**src/kms_pkg.sv**
```systemverilog
// Shared types, codes and defaults for the keypad matrix scanner.
package kms_pkg;

    // Default matrix geometry.
    localparam int ROW_COUNT_DEF    = 5;
    localparam int COLUMN_COUNT_DEF = 5;

    // Field widths fixed by the interface.
    localparam int SAMPLE_W = 5;
    localparam int ROW_W    = 3;
    localparam int CODE_W   = 5;
    localparam int ACTION_W = 2;
    localparam int DIGIT_W  = 4;
    localparam int COUNT_W  = 8;

    // Register reset values.
    localparam logic [COUNT_W-1:0] PRESS_HOLD_RESET    = 8'd100;
    localparam logic [COUNT_W-1:0] RELEASE_QUIET_RESET = 8'd100;

    // Configuration register indexes.
    typedef enum logic [0:0] {
        CFG_PRESS_HOLD    = 1'b0,
        CFG_RELEASE_QUIET = 1'b1
    } cfg_index_t;

    // Key action codes.
    typedef enum logic [ACTION_W-1:0] {
        ACT_NONE  = 2'd0,
        ACT_DIGIT = 2'd1,
        ACT_CLEAR = 2'd2
    } key_action_t;

    // What the scan core reports for one sample.
    typedef struct packed {
        logic [ROW_W-1:0]  row_drive;
        logic              key_event;
        logic [CODE_W-1:0] press_code;
    } scan_out_t;

    // Decoded meaning of a key code.
    typedef struct packed {
        key_action_t        key_action;
        logic [DIGIT_W-1:0] digit_value;
    } key_map_t;

endpackage

```
**src/kms_scan_core.sv**
```systemverilog
// Scan state machine: row walk, press hold and release quiet counting.
module kms_scan_core #(
    parameter int ROW_COUNT    = kms_pkg::ROW_COUNT_DEF,
    parameter int COLUMN_COUNT = kms_pkg::COLUMN_COUNT_DEF
) (
    input  logic                         aclk,
    input  logic                         aresetn,
    input  logic                         step,
    input  logic [kms_pkg::SAMPLE_W-1:0] sample_raw,
    input  logic [kms_pkg::COUNT_W-1:0]  hold_need,
    input  logic [kms_pkg::COUNT_W-1:0]  quiet_need,
    output kms_pkg::scan_out_t           scan_out
);

    localparam logic [kms_pkg::SAMPLE_W-1:0] COL_MASK =
        kms_pkg::SAMPLE_W'((64'd1 << COLUMN_COUNT) - 64'd1);
    localparam logic [kms_pkg::ROW_W-1:0] LAST_ROW = kms_pkg::ROW_W'(ROW_COUNT - 1);
    localparam logic [kms_pkg::CODE_W:0]  COL_MULT = (kms_pkg::CODE_W + 1)'(COLUMN_COUNT);

    typedef enum logic [2:0] {
        PH_SCAN  = 3'b001,
        PH_HOLD  = 3'b010,
        PH_QUIET = 3'b100
    } phase_t;

    phase_t                        phase_reg, phase_next;
    logic [kms_pkg::ROW_W-1:0]     row_reg, row_next;
    logic [kms_pkg::COUNT_W-1:0]   count_reg, count_next;

    logic [kms_pkg::SAMPLE_W-1:0]  sample;
    logic                          sample_zero;
    logic                          sample_single;
    logic [kms_pkg::ROW_W-1:0]     row_adv;
    logic [kms_pkg::COUNT_W-1:0]   count_inc;
    logic [2:0]                    col_idx;
    logic [kms_pkg::CODE_W:0]      code_full;
    logic                          event_now;

    // Sample conditioning and helpers.
    assign sample        = sample_raw & COL_MASK;
    assign sample_zero   = (sample == '0);
    assign sample_single = ((sample & (sample - 1'b1)) == '0);
    assign row_adv       = (row_reg >= LAST_ROW) ? '0 : row_reg + 1'b1;
    assign count_inc     = count_reg + 1'b1;

    // Column position of the lowest set bit.
    always_comb begin
        col_idx = '0;
        for (int i = kms_pkg::SAMPLE_W - 1; i >= 0; i--) begin
            if (sample[i]) begin
                col_idx = 3'(i);
            end
        end
    end

    assign code_full = COL_MULT * {3'b000, row_reg} + {3'b000, col_idx};

    // Next state for one sample.
    always_comb begin
        phase_next = phase_reg;
        row_next   = row_reg;
        count_next = count_reg;
        event_now  = 1'b0;
        unique case (phase_reg)
            PH_HOLD: begin
                if (sample_zero) begin
                    phase_next = PH_SCAN;
                    count_next = '0;
                    row_next   = row_adv;
                end else if (count_inc >= hold_need) begin
                    count_next = '0;
                    if (sample_single) begin
                        event_now  = 1'b1;
                        phase_next = PH_QUIET;
                    end else begin
                        phase_next = PH_SCAN;
                        row_next   = row_adv;
                    end
                end else begin
                    count_next = count_inc;
                end
            end
            PH_QUIET: begin
                if (!sample_zero) begin
                    count_next = '0;
                end else if (count_inc >= quiet_need) begin
                    count_next = '0;
                    phase_next = PH_SCAN;
                    row_next   = row_adv;
                end else begin
                    count_next = count_inc;
                end
            end
            default: begin
                count_next = '0;
                if (sample_zero) begin
                    phase_next = PH_SCAN;
                    row_next   = row_adv;
                end else begin
                    phase_next = PH_HOLD;
                end
            end
        endcase
    end

    // State registers advance once per processed word.
    always_ff @(posedge aclk) begin
        if (!aresetn) begin
            phase_reg <= PH_SCAN;
            row_reg   <= '0;
            count_reg <= '0;
        end else if (step) begin
            phase_reg <= phase_next;
            row_reg   <= row_next;
            count_reg <= count_next;
        end
    end

    // Report for the current word.
    assign scan_out.row_drive  = row_reg;
    assign scan_out.key_event  = event_now;
    assign scan_out.press_code = event_now ? code_full[kms_pkg::CODE_W-1:0] : '0;

endmodule

```
**src/kms_key_map.sv**
```systemverilog
// Key code to digit or clear action decoder.
module kms_key_map (
    input  logic [kms_pkg::CODE_W-1:0] press_code,
    output kms_pkg::key_map_t          key_map
);

    // Digit keys sit in a 3x3 block plus zero above it; the last key clears.
    always_comb begin
        key_map.key_action  = kms_pkg::ACT_DIGIT;
        key_map.digit_value = '0;
        unique case (press_code)
            5'd2:    key_map.digit_value = 4'd0;
            5'd6:    key_map.digit_value = 4'd1;
            5'd7:    key_map.digit_value = 4'd2;
            5'd8:    key_map.digit_value = 4'd3;
            5'd11:   key_map.digit_value = 4'd4;
            5'd12:   key_map.digit_value = 4'd5;
            5'd13:   key_map.digit_value = 4'd6;
            5'd16:   key_map.digit_value = 4'd7;
            5'd17:   key_map.digit_value = 4'd8;
            5'd18:   key_map.digit_value = 4'd9;
            5'd24:   key_map.key_action  = kms_pkg::ACT_CLEAR;
            default: key_map.key_action  = kms_pkg::ACT_NONE;
        endcase
    end

endmodule

```
**src/keypad_matrix_scanner_top.sv**
```systemverilog
// Path: the result word for a sample is presented after the sample word passes
// through the input register, then the result register.
// Throughput: one word per cycle while m_ready does not stall; the scan state
// updates once per word, in a single pass between the input and result registers.
// Reset (synchronous, active low): scan phase, row 0, count 0, both
// thresholds at 100, input and result registers empty.
module keypad_matrix_scanner_top #(
    parameter int ROW_COUNT    = kms_pkg::ROW_COUNT_DEF,
    parameter int COLUMN_COUNT = kms_pkg::COLUMN_COUNT_DEF
) (
    input  logic                         aclk,
    input  logic                         aresetn,
    input  logic                         s_valid,
    output logic                         s_ready,
    input  logic [kms_pkg::SAMPLE_W-1:0] s_column_sample,
    output logic                         m_valid,
    input  logic                         m_ready,
    output logic [kms_pkg::ROW_W-1:0]    m_row_drive,
    output logic                         m_key_event,
    output logic [kms_pkg::CODE_W-1:0]   m_press_code,
    output logic [kms_pkg::ACTION_W-1:0] m_key_action,
    output logic [kms_pkg::DIGIT_W-1:0]  m_digit_value,
    input  logic                         cfg_valid,
    output logic                         cfg_ready,
    input  logic [0:0]                   cfg_index,
    input  logic [kms_pkg::COUNT_W-1:0]  cfg_data
);

    logic                          in_valid_reg;
    logic [kms_pkg::SAMPLE_W-1:0]  in_sample_reg;
    logic                          out_valid_reg;
    kms_pkg::scan_out_t            out_scan_reg;
    kms_pkg::key_map_t             out_map_reg;
    logic [kms_pkg::COUNT_W-1:0]   hold_ticks_reg;
    logic [kms_pkg::COUNT_W-1:0]   quiet_ticks_reg;

    logic                          out_free;
    logic                          step;
    logic [kms_pkg::COUNT_W-1:0]   hold_need;
    logic [kms_pkg::COUNT_W-1:0]   quiet_need;
    kms_pkg::scan_out_t            scan_out;
    kms_pkg::key_map_t             key_map;

    // Pipeline flow: a word moves on when the result register is free.
    assign out_free = !out_valid_reg || m_ready;
    assign step     = in_valid_reg && out_free;
    assign s_ready  = !in_valid_reg || out_free;

    // Configuration registers; a zero threshold behaves as one.
    assign cfg_ready  = 1'b1;
    assign hold_need  = (hold_ticks_reg == '0) ? 8'd1 : hold_ticks_reg;
    assign quiet_need = (quiet_ticks_reg == '0) ? 8'd1 : quiet_ticks_reg;

    always_ff @(posedge aclk) begin
        if (!aresetn) begin
            hold_ticks_reg  <= kms_pkg::PRESS_HOLD_RESET;
            quiet_ticks_reg <= kms_pkg::RELEASE_QUIET_RESET;
        end else if (cfg_valid) begin
            unique case (cfg_index)
                kms_pkg::CFG_PRESS_HOLD:    hold_ticks_reg  <= cfg_data;
                kms_pkg::CFG_RELEASE_QUIET: quiet_ticks_reg <= cfg_data;
                default: ;
            endcase
        end
    end

    // Input register.
    always_ff @(posedge aclk) begin
        if (!aresetn) begin
            in_valid_reg <= 1'b0;
        end else if (s_ready) begin
            in_valid_reg <= s_valid;
        end
    end

    always_ff @(posedge aclk) begin
        if (s_valid && s_ready) begin
            in_sample_reg <= s_column_sample;
        end
    end

    kms_scan_core #(
        .ROW_COUNT    (ROW_COUNT),
        .COLUMN_COUNT (COLUMN_COUNT)
    ) u_core (
        .aclk       (aclk),
        .aresetn    (aresetn),
        .step       (step),
        .sample_raw (in_sample_reg),
        .hold_need  (hold_need),
        .quiet_need (quiet_need),
        .scan_out   (scan_out)
    );

    kms_key_map u_map (
        .press_code (scan_out.press_code),
        .key_map    (key_map)
    );

    // Result register.
    always_ff @(posedge aclk) begin
        if (!aresetn) begin
            out_valid_reg <= 1'b0;
        end else if (out_free) begin
            out_valid_reg <= in_valid_reg;
        end
    end

    always_ff @(posedge aclk) begin
        if (step) begin
            out_scan_reg <= scan_out;
            out_map_reg  <= key_map;
        end
    end

    assign m_valid       = out_valid_reg;
    assign m_row_drive   = out_scan_reg.row_drive;
    assign m_key_event   = out_scan_reg.key_event;
    assign m_press_code  = out_scan_reg.press_code;
    assign m_key_action  = out_map_reg.key_action;
    assign m_digit_value = out_map_reg.digit_value;

endmodule
```
**config.mk**
```make
export PLATFORM = sky130hd
export DESIGN_NAME = keypad_matrix_scanner_top
export DESIGN_NICKNAME = d
export VERILOG_FILES = /design/src/kms_pkg.sv /design/src/kms_scan_core.sv /design/src/kms_key_map.sv /design/src/keypad_matrix_scanner_top.sv
export SDC_FILE = /design/constraint.sdc
export NUM_CORES = 1
export LEC_CHECK = 0
export BUFFER_PORTS_ARGS = -buffer_cell sky130_fd_sc_hd__buf_2
export CORE_UTILIZATION = 30
export DETAILED_ROUTE_END_ITERATION = 10
export GPL_TIMING_DRIVEN = 0
export SLEW_MARGIN = 10
export SYNTH_ARGS = -nofsm -noshare
export SYNTH_HDL_FRONTEND = slang
export SYNTH_SLANG_ARGS = --single-unit
```
**constraint.sdc**
```tcl
create_clock -name aclk -period 8.2 [get_ports aclk]
set_input_delay 1.64 -clock aclk [delete_from_list [all_inputs] [get_ports aclk]]
set_output_delay 1.64 -clock aclk [all_outputs]
set_load 0.05 [all_outputs]
```
Word level (Yosys, flattened, before mapping)
Cells that the tools add are included.
W data, S select, Z words.
- register bits after elaboration: 52
- output and inout bits: 18
- word-level logic and storage cells: 91
- add/subtract/negate cells: 4
- $mul: 1
- order comparisons: 3
- equality and inequality tests: 17
- mux-type cells: 34
- bitwise operators: 2
- reduce and logical (&&, ||, !) cells: 17
- operator list (kind ; count):
    $mux W3 ; 17
    $mux W8 ; 6
    $pmux W4 S9 ; 1
    $eq A5 B4 Y1 const B ; 4
    $eq A5 B5 Y1 const B ; 4
    $ge A8 B8 Y1 ; 2
    $logic_not A8 Y1 ; 2
    $pmux W8 S2 ; 1
    $pmux W3 S2 ; 2
    $eq A5 B3 Y1 const B ; 2
    $logic_not A5 Y1 ; 2
    $reduce_or A10 Y1 ; 1
    $add A8 B1 Y8 const B ; 1
    $ne A2 B1 Y1 const B ; 3
    $reduce_and A6 Y1 ; 1
    $add A5 B3 Y5 ; 1
    $and A5 B5 Y5 ; 1
    $eq A5 B2 Y1 const B ; 1
    $mul A3 B3 Y5 const A ; 1
    $mux W5 ; 1
    $sub A5 B1 Y5 const B ; 1
    $mux W1 ; 4
    $pmux W2 S2 ; 1
    $reduce_and A2 Y1 ; 2
    other kinds (12) ; 16

Longest topological paths before layout
Gate-level depths: netlist of the first run.
- word-level depth: 11
- mapped depth: 12

Hierarchy
Synthesis of the first run repeated with hierarchy kept, for this count alone.
- cells, all modules: 340
- area, all modules: 3076.7 µm²
- modules (own cells, without submodules) (module ; times used ; cells an instance ; area each (µm²) ; seq. area each (µm²)):
    kms_scan_core ; 1 ; 195 ; 1541.5 ; 280.3
    keypad_matrix_scanner_top ; 1 ; 123 ; 1371.3 ; 960.9
    kms_key_map ; 1 ; 22 ; 163.9 ; 0.0

Worst setup path before layout of the first run
Ideal clock, no wire load.
- kind: input port to output port
- start point: input m_ready
- end point: output s_ready
- arrival time: 2.164 ns
- data required time: 6.560 ns
- setup slack: 4.396 ns
- cell stages on the path: 2
- buffers on the path: 0
- path through: nor2b_1 > nand2_1
- word-level cells in the longest chain between the ends: 2
- RTL lines (what ; line ; RTL):
    start, declared ; keypad_matrix_scanner_top.sv:17 ; input logic m_ready,
    $logic_or A1 B1 Y1 ; keypad_matrix_scanner_top.sv:45 ; assign out_free = !out_valid_reg || m_ready;
    $logic_or A1 B1 Y1 ; keypad_matrix_scanner_top.sv:47 ; assign s_ready = !in_valid_reg || out_free;
    end, declared ; keypad_matrix_scanner_top.sv:14 ; output logic s_ready,
No other way between the ends.

Worst setup path in the final report of the first run
Ends and elaborated chain as after synthesis.

==> summary.log, run 1 <==
[clock_tree] clock tree root driver cell clkbuf_8
[synth] proportion of synthesized chip area in sequential cells 0.4216
[layout] Total Nets Final 406
[layout] Layout Utilization 0.3633
[synth] dominant register cell in the synthesized netlist dfxtp_1
[floorplanning] placeable core region 9371 um2
[setup_path] largest driver fanout on the critical path 4
[global_routing] global routing usage summed across all routing layers 0.1215
[drt] wire per inst 11.58 um
[pwr] overall power consumption 0.0005104 W
[timing] relative slew slack 0.4458
[floorplanning] Die ar. 10,210 um2
[pwr] static power due to leakage 1.462 nW
[clock_tree] Max Root-Sink Buffers 2
[synth] largest cells by area after synthesis dfxtp_1, edfxtp_1, ha_1
[run] Max-Cap Viols 0
[synth] cell type with the largest total area after synthesis dfxtp_1
[timing] Setup Viol. Count Final 0
[global_routing] antenna violations before repair 0
[timing] slew at the pin closest to its max-slew limit 0.8253 ns
[floorplanning] Die Y 101.1 um
[clock_tree] number of buffers inserted for hold repair after clock tree synthesis 0
[global_routing] remaining global-route overflow 0
[placed_design] post-placement setup slack 4.248 ns
[synth] number of instances in the synthesized netlist 315
[floorplanning] effective utilization at floorplan 0.3142
[setup_path] crit path DAT 2.31 ns
[clock_tree] total clock buffers created by CTS 5
[timing] setup TNS 0 ns
[timing] setup ws final 4.249 ns
[clock_tree] Clk Latency, worst-skew pair 0.30 ns
[drt] Total Routed Length 5.651 mm
[synth] most common library cells after synthesis nand2_1, dfxtp_1, ha_1
[layout] P&R area growth vs syn 15.64%
[synth] Yosys warning count 0
[synth] multiplexer area fraction after synthesis 0.01700
[worst_hold_path] Min-Delay Path Class reg2reg
[synth] share of Yosys cell area claimed by the top area cell type 0.2176
[floorplanning] Die X-Extent 101.1 um
[drt] drt first pass iters 4
[floorplanning] number of cell rows 35
[synth] synthesized area 2944 um2
[worst_hold_path] origin of the worst min-delay path hold_ticks_reg[7]
[placed_design] Port Buf Inserts 35
[global_routing] wire length of the first global-routing pass 9.880 mm
[setup_path] worst reg2reg startpoint in_sample_reg[0]
[timing] Final Skew 0.004968 ns
[clock_tree] buffers inserted during post-CTS setup optimization 0
[drt] routed via count divided by cell count 4.617
[synth] syn avg cell area 9.346 um2
[synth] post-synthesis share of cell area spent on full adders, half adders and majority gates 0.1258
[placed_design] routability congestion estimate from global placement 0.7826
[timing] number of hold-slack violations in the final timing report 0
[setup_path] Startpoint Class primary input
[setup_path] start-to-end type of the worst setup path in2out
[layout] fraction of layout instances using a drive strength above 1 0.1393
[clock_tree] CTS tree yes
[timing] post-route fraction of the period consumed by the critical path 0.4819
[drt] remaining design rule violation count 0
[synth] combinational family with the most area after synthesis simple AND/OR/NAND/NOR gates
[pwr] Pwr per Cell Area 149.9 nW/um2
[timing] max-slew violation count 0
[clock_tree] clk slew on worst S/H paths 0.09 ns
[run_status] status finished, final reports clean
[pwr] Worst IR Drop VDD 84.20 uV
[setup_path] CP Capture Type output pin
[synth] EDFF count, synth 20
[layout] post-layout instance count excluding filler cells 488
[setup_path] origin of the worst setup path m_ready
[timing] RSZ-0062 raised after global routing false
[timing] maximum operating frequency 253.1 MHz
[synth] dominant cell by count in the synthesized netlist nand2_1
[global_routing] pin count of the biggest net entering global routing 20
[drt] via total after detailed routing 2,253
[synth] number of distinct library cell variants in the gate-level netlist after synthesis 50
[layout] # diodes 0
[drt] number of DRC markers in iteration 0 65
[drt] DRT antenna net count 0
[synth] proportion of synthesized flip-flops having asynchronous set or reset 0
[clock_tree] Clock Sink Count 52
[synth] XOR/XNOR share of the synthesized area 0.03272
[synth] #FFs+latches synth 52
[timing] Min Clock Period, post-route 3.951 ns
[clock_tree] H-Tree Depth 2
[global_routing] vias in the first global route 2,200
[clock_tree] Resized Gates After CTS 0
[synth] Synth Area in Compound Gates 0.1509
[synth] post-synth net total 363
[placed_design] cell count after placement 480
[floorplanning] number of top-level pins 37
[placed_design] Detail Placement HPWL 4.457 mm
[setup_path] Data required, critical path 6.56 ns
[synth] post-synthesis simple-gate area fraction 0.1942
-- through the flow --
step	hold slack (ns)	area [um2]
3_5_place_dp	0.4645	3298
2_1_floorplan	0.4435	2944
5_1_grt	0.5095	3405
3_3_place_gp	0.4558	3281
6_report	0.4718	3405
4_1_cts	0.4780	3405
-- placed cells by master (no fill, tap or decap), drive strengths merged, types with 2 or more instances in the layout --
cell type / count
a2111oi: 2
a21boi: 11
a21o: 2
a21oi: 11
a31oi: 2
a32o: 5
a41o: 2
and2: 5
and3: 3
buf: 40
clkbuf: 15
clkinv: 2
dfxtp: 32
edfxtp: 20
ha: 28
inv: 25
mux2i: 5
nand2: 49
nand2b: 7
nand3: 9
nor2: 20
nor2b: 6
nor3: 2
nor3b: 3
nor4: 5
o211ai: 8
o21a: 4
o21ai: 5
or2: 2
xnor2: 8
xor2: 3
-- area by class of cell --
type	count	area (um2)
fillers	977	5967
repair buffers	36	190.2
inverters	25	93.84
clock buffers	5	68.82
flip-flops and latches	52	1241
clock inverters	3	37.54
plain buffers	14	72.57
well taps	129	161.4
multi-input cells	224	1539
-- logic make-up (layout without fill, tap and decap cells) --
kind of cell	count (synthesis)	count (layout)
buffers and inverters	39	83
AOI/OAI and AO/OA	61	61
muxes	5	5
xor gates and xnor gates	11	11
other	1	1
adders and majority gates	29	29
and+or+nand+nor	117	117
DFF	52	52
-- per-layer routing --
layer | track usage | vias up | wire, um
li1 | - | 1191 | -
met1 | 0.1584 | 1012 | 2821
met2 | 0.1994 | 42 | 2548
met3 | 0.02635 | 8 | 199
met4 | 0.03902 | 0 | 81
met5 | 0 | - | 0
-- worst paths after layout --
path	end	slack, ns	cells past startpoint
worst max-delay path	s_ready	4.25	4
worst max register to register	m_digit_value[0]	4.89	10
worst min register to register	hold_ticks_reg[7]	0.47	2
worst min-delay path	hold_ticks_reg[7]	0.47	2
-- worst max-delay path, stage by stage --
cell and delay (ns):
buf_2 0.10, nor2b_1 0.25, nand2_1 0.11, buf_2 0.22
-- power breakdown --
part           leakage [nW]  internal, W  switching, W
Combinational         0.948    0.0000198     0.0000366
Sequential            0.461     0.000277    0.00000509
Clock                0.0532    0.0000890     0.0000830
Total                  1.46     0.000386      0.000125
Note: power is estimated with default switching activity, not from simulation.
==> inputs of run 2 (changes only) <==
Settings changed: ABC_AREA from default to 1.
Clock period 8.2 ns to 3.5 ns, I/O delays scaled along.
==> summary.log, run 2 <==
[global_routing] global routing usage summed across all routing layers 0.1266
[layout] P&R area growth vs syn 14.39%
[clock_tree] clk slew on worst S/H paths 0.09 ns
[worst_hold_path] origin of the worst min-delay path u_core.count_reg[7]
[synth] proportion of synthesized flip-flops having asynchronous set or reset 0
[synth] post-synth net total 397
[pwr] share of total power consumed by net switching 0.2622
[pwr] net load switching power 0.0002963 W
[clock_tree] total clock buffers created by CTS 5
[timing] setup TNS 0 ns
[timing] RSZ-0062 raised after global routing false
[drt] number of DRC markers in iteration 0 107
[setup_path] Startpoint Class flip-flop
[global_routing] antenna violations before repair 0
[placed_design] cell count after placement 513
[timing] Min Clock Period, post-route 3.038 ns
[clock_tree] Max Root-Sink Buffers 2
[pwr] Worst IR Drop VDD 168.9 uV
[pwr] fraction of power consumed by the clock network 0.289
[placed_design] Detail Placement HPWL 4.582 mm
[setup_path] critical-path cell with the highest stage delay dfxtp_1
[timing] maximum operating frequency 329.2 MHz
[pwr] Gate power share 0.122
[clock_tree] buffers inserted during post-CTS setup optimization 0
[worst_hold_path] Min-Delay Path Class reg2reg
[run_status] status finished, final reports clean
[timing] setup ws final 0.4620 ns
[setup_path] origin of the worst setup path u_core.count_reg[0]
[floorplanning] number of cell rows 35
[layout] # diodes 0
[timing] post-route fraction of the period consumed by the critical path 0.8680
[layout] fraction of layout instances using a drive strength above 1 0.1403
[placed_design] Port Buf Inserts 35
[global_routing] pin count of the biggest net entering global routing 22
[global_routing] wire length of the first global-routing pass 10.25 mm
[synth] most common library cells after synthesis nand2_1, inv_1, dfxtp_1
[timing] max-slew violation count 0
[clock_tree] number of buffers inserted for hold repair after clock tree synthesis 0
[synth] number of distinct library cell variants in the gate-level netlist after synthesis 29
[layout] most common cell after layout, fill and taps aside nand2_1
[floorplanning] effective utilization at floorplan 0.3119
[synth] syn avg cell area 8.296 um2
[run] Max-Cap Viols 0
[synth] dominant register cell in the synthesized netlist dfxtp_1
[floorplanning] Die Y 100.2 um
[drt] wire per inst 11.27 um
[placed_design] post-placement setup slack 0.4727 ns
[synth] largest cells by area after synthesis dfxtp_1, edfxtp_1, ha_1
[floorplanning] Die ar. 10,050 um2
[setup_path] Data required, critical path 3.56 ns
[pwr] overall power consumption 0.001130 W
[synth] number of instances in the synthesized netlist 349
[floorplanning] placeable core region 9284 um2
[setup_path] start-to-end type of the worst setup path reg2reg
[synth] share of Yosys cell area claimed by the top area cell type 0.2213
[timing] Final Skew 0.006807 ns
[drt] remaining design rule violation count 0
[synth] EDFF count, synth 20
[floorplanning] Die X-Extent 100.2 um
[drt] via total after detailed routing 2,408
[timing] slew at the pin closest to its max-slew limit 0.8016 ns
[synth] cell type with the largest total area after synthesis dfxtp_1
[synth] synthesized area 2895 um2
[drt] routed via count divided by cell count 4.622
[clock_tree] H-Tree Depth 2
[timing] Setup Viol. Count Final 0
[setup_path] critical path, cell by cell nand3_1 -> nand3b_1 -> nand3b_1 -> xnor2_1 -> ha_1 -> a21oi_1 -> o21a_1 -> nand2_2 -> nand2_2 -> clkinv_2 -> nand2_2 -> nor2_1 -> nand2_1 -> nand2_1 -> nor2_1 -> nand3_2
[setup_path] CP Capture Type flip-flop
[synth] Yosys warning count 0
[clock_tree] Resized Gates After CTS 0
[pwr] Pwr per Cell Area 341.2 nW/um2
[clock_tree] Clock Sink Count 52
[pwr] P_int 0.0008336 W
[layout] most used cells in the layout excluding fill and tap cells nand2_1, inv_1, buf_2
[global_routing] remaining global-route overflow 0
[layout] post-layout instance count excluding filler cells 521
[synth] dominant cell by count in the synthesized netlist nand2_1
[drt] Total Routed Length 5.873 mm
[setup_path] Top cell by count, worst path nand2_2
[synth] #FFs+latches synth 52
[placed_design] routability congestion estimate from global placement 0.8270
[pwr] sequential fraction of design power 0.589
[clock_tree] CTS tree yes
[timing] number of hold-slack violations in the final timing report 0
[synth] proportion of synthesized chip area in sequential cells 0.4287
[drt] drt first pass iters 4
[timing] relative slew slack 0.4650
[drt] DRT antenna net count 0
[setup_path] largest driver fanout on the critical path 9
[layout] Total Nets Final 439
[floorplanning] number of top-level pins 37
[setup_path] peak per-stage delay on the critical path 0.45 ns
[setup_path] worst reg2reg startpoint u_core.count_reg[0]
[clock_tree] Clk Latency, worst-skew pair 0.30 ns
[pwr] static power due to leakage 1.616 nW
[setup_path] crit path DAT 3.09 ns
[clock_tree] clock tree root driver cell clkbuf_8
[global_routing] vias in the first global route 2,335
## run 2: cell types whose count changed after synthesis, moves of 10 or more
cell,change
inv_1,+26
nand3_1,+20
a21oi_1,+19
o21ai_0,+14
a21boi_0,-11
nand2_1,+10
## run 2: metrics by stage
| stage | cell area, um2 | hold WS (ns) | util |
|---|---|---|---|
| floorplan | 2895 | 0.4472 | - |
| global placement | 3232 | 0.4669 | 0.3481 |
| detailed placement | 3232 | 0.4718 | 0.3481 |
| CTS | 3312 | 0.4861 | 0.3567 |
| global route | 3312 | 0.5299 | 0.3567 |
| finish | 3312 | 0.4831 | 0.3567 |
## run 2: path summary, 6_finish.rpt
check,slack [ns],endpoint,cells after the start
max,0.46,m_key_action[0],16
min,0.48,u_core.count_reg[7],2
max reg2reg,0.46,m_key_action[0],16
min reg2reg,0.48,u_core.count_reg[7],2
## run 2: power by group through the flow
stage | clock network, W | logic (W) | registers (W)
2_1_floorplan | 0 | 0.0000703 | 0.000707
3_3_place_gp | 0 | 0.000135 | 0.000679
3_5_place_dp | 0 | 0.000138 | 0.000680
4_1_cts | 0.000343 | 0.000139 | 0.000666
5_1_grt | 0.000363 | 0.000156 | 0.000669
6_report | 0.000327 | 0.000138 | 0.000665
## run 2: critical path: cells and delay by family, from the launching register on
| kind | cells | cell delay, ns |
|---|---|---|
| xor gates and xnor gates | 1 | 0.32 |
| DFF | 1 | 0.45 |
| adders and majority gates | 1 | 0.31 |
| and+or+nand+nor | 11 | 1.32 |
| AOI/OAI and AO/OA | 2 | 0.34 |
| buffers and inverters | 1 | 0.07 |
## run 2: logic make-up (layout without fill, tap and decap cells)
group | after synthesis | count (layout) | synth area share
other | 1 | 1 | 0.001295
adder cells (fa/ha/maj) | 29 | 29 | 0.1279
buffers and inverters | 57 | 100 | 0.07562
AND/OR/NAND/NOR | 141 | 141 | 0.2256
XOR/XNOR | 8 | 8 | 0.02420
flip-flops | 52 | 52 | 0.4287
AO/OA/AOI/OAI | 61 | 61 | 0.1167
## run 2: cell type report
type                    instances  area, um2
flip-flops and latches         52       1241
clock inverters                 1      3.754
repair buffers                 35      175.2
inverters                      52      196.4
well taps                     129      161.4
clock buffers                   7      76.32
fillers                       974       5972
multi-input cells             240       1435
plain buffers                   5      22.52
## run 2: routing by layer
| layer | vias up | part of all wire | track usage |
|---|---|---|---|
| li1 | 1255 | - | - |
| met3 | 17 | 0.037 | 0.02646 |
| met1 | 1084 | 0.47 | 0.1519 |
| met5 | - | 0 | 0 |
| met4 | 0 | 0.031 | 0.05574 |
| met2 | 52 | 0.46 | 0.2181 |
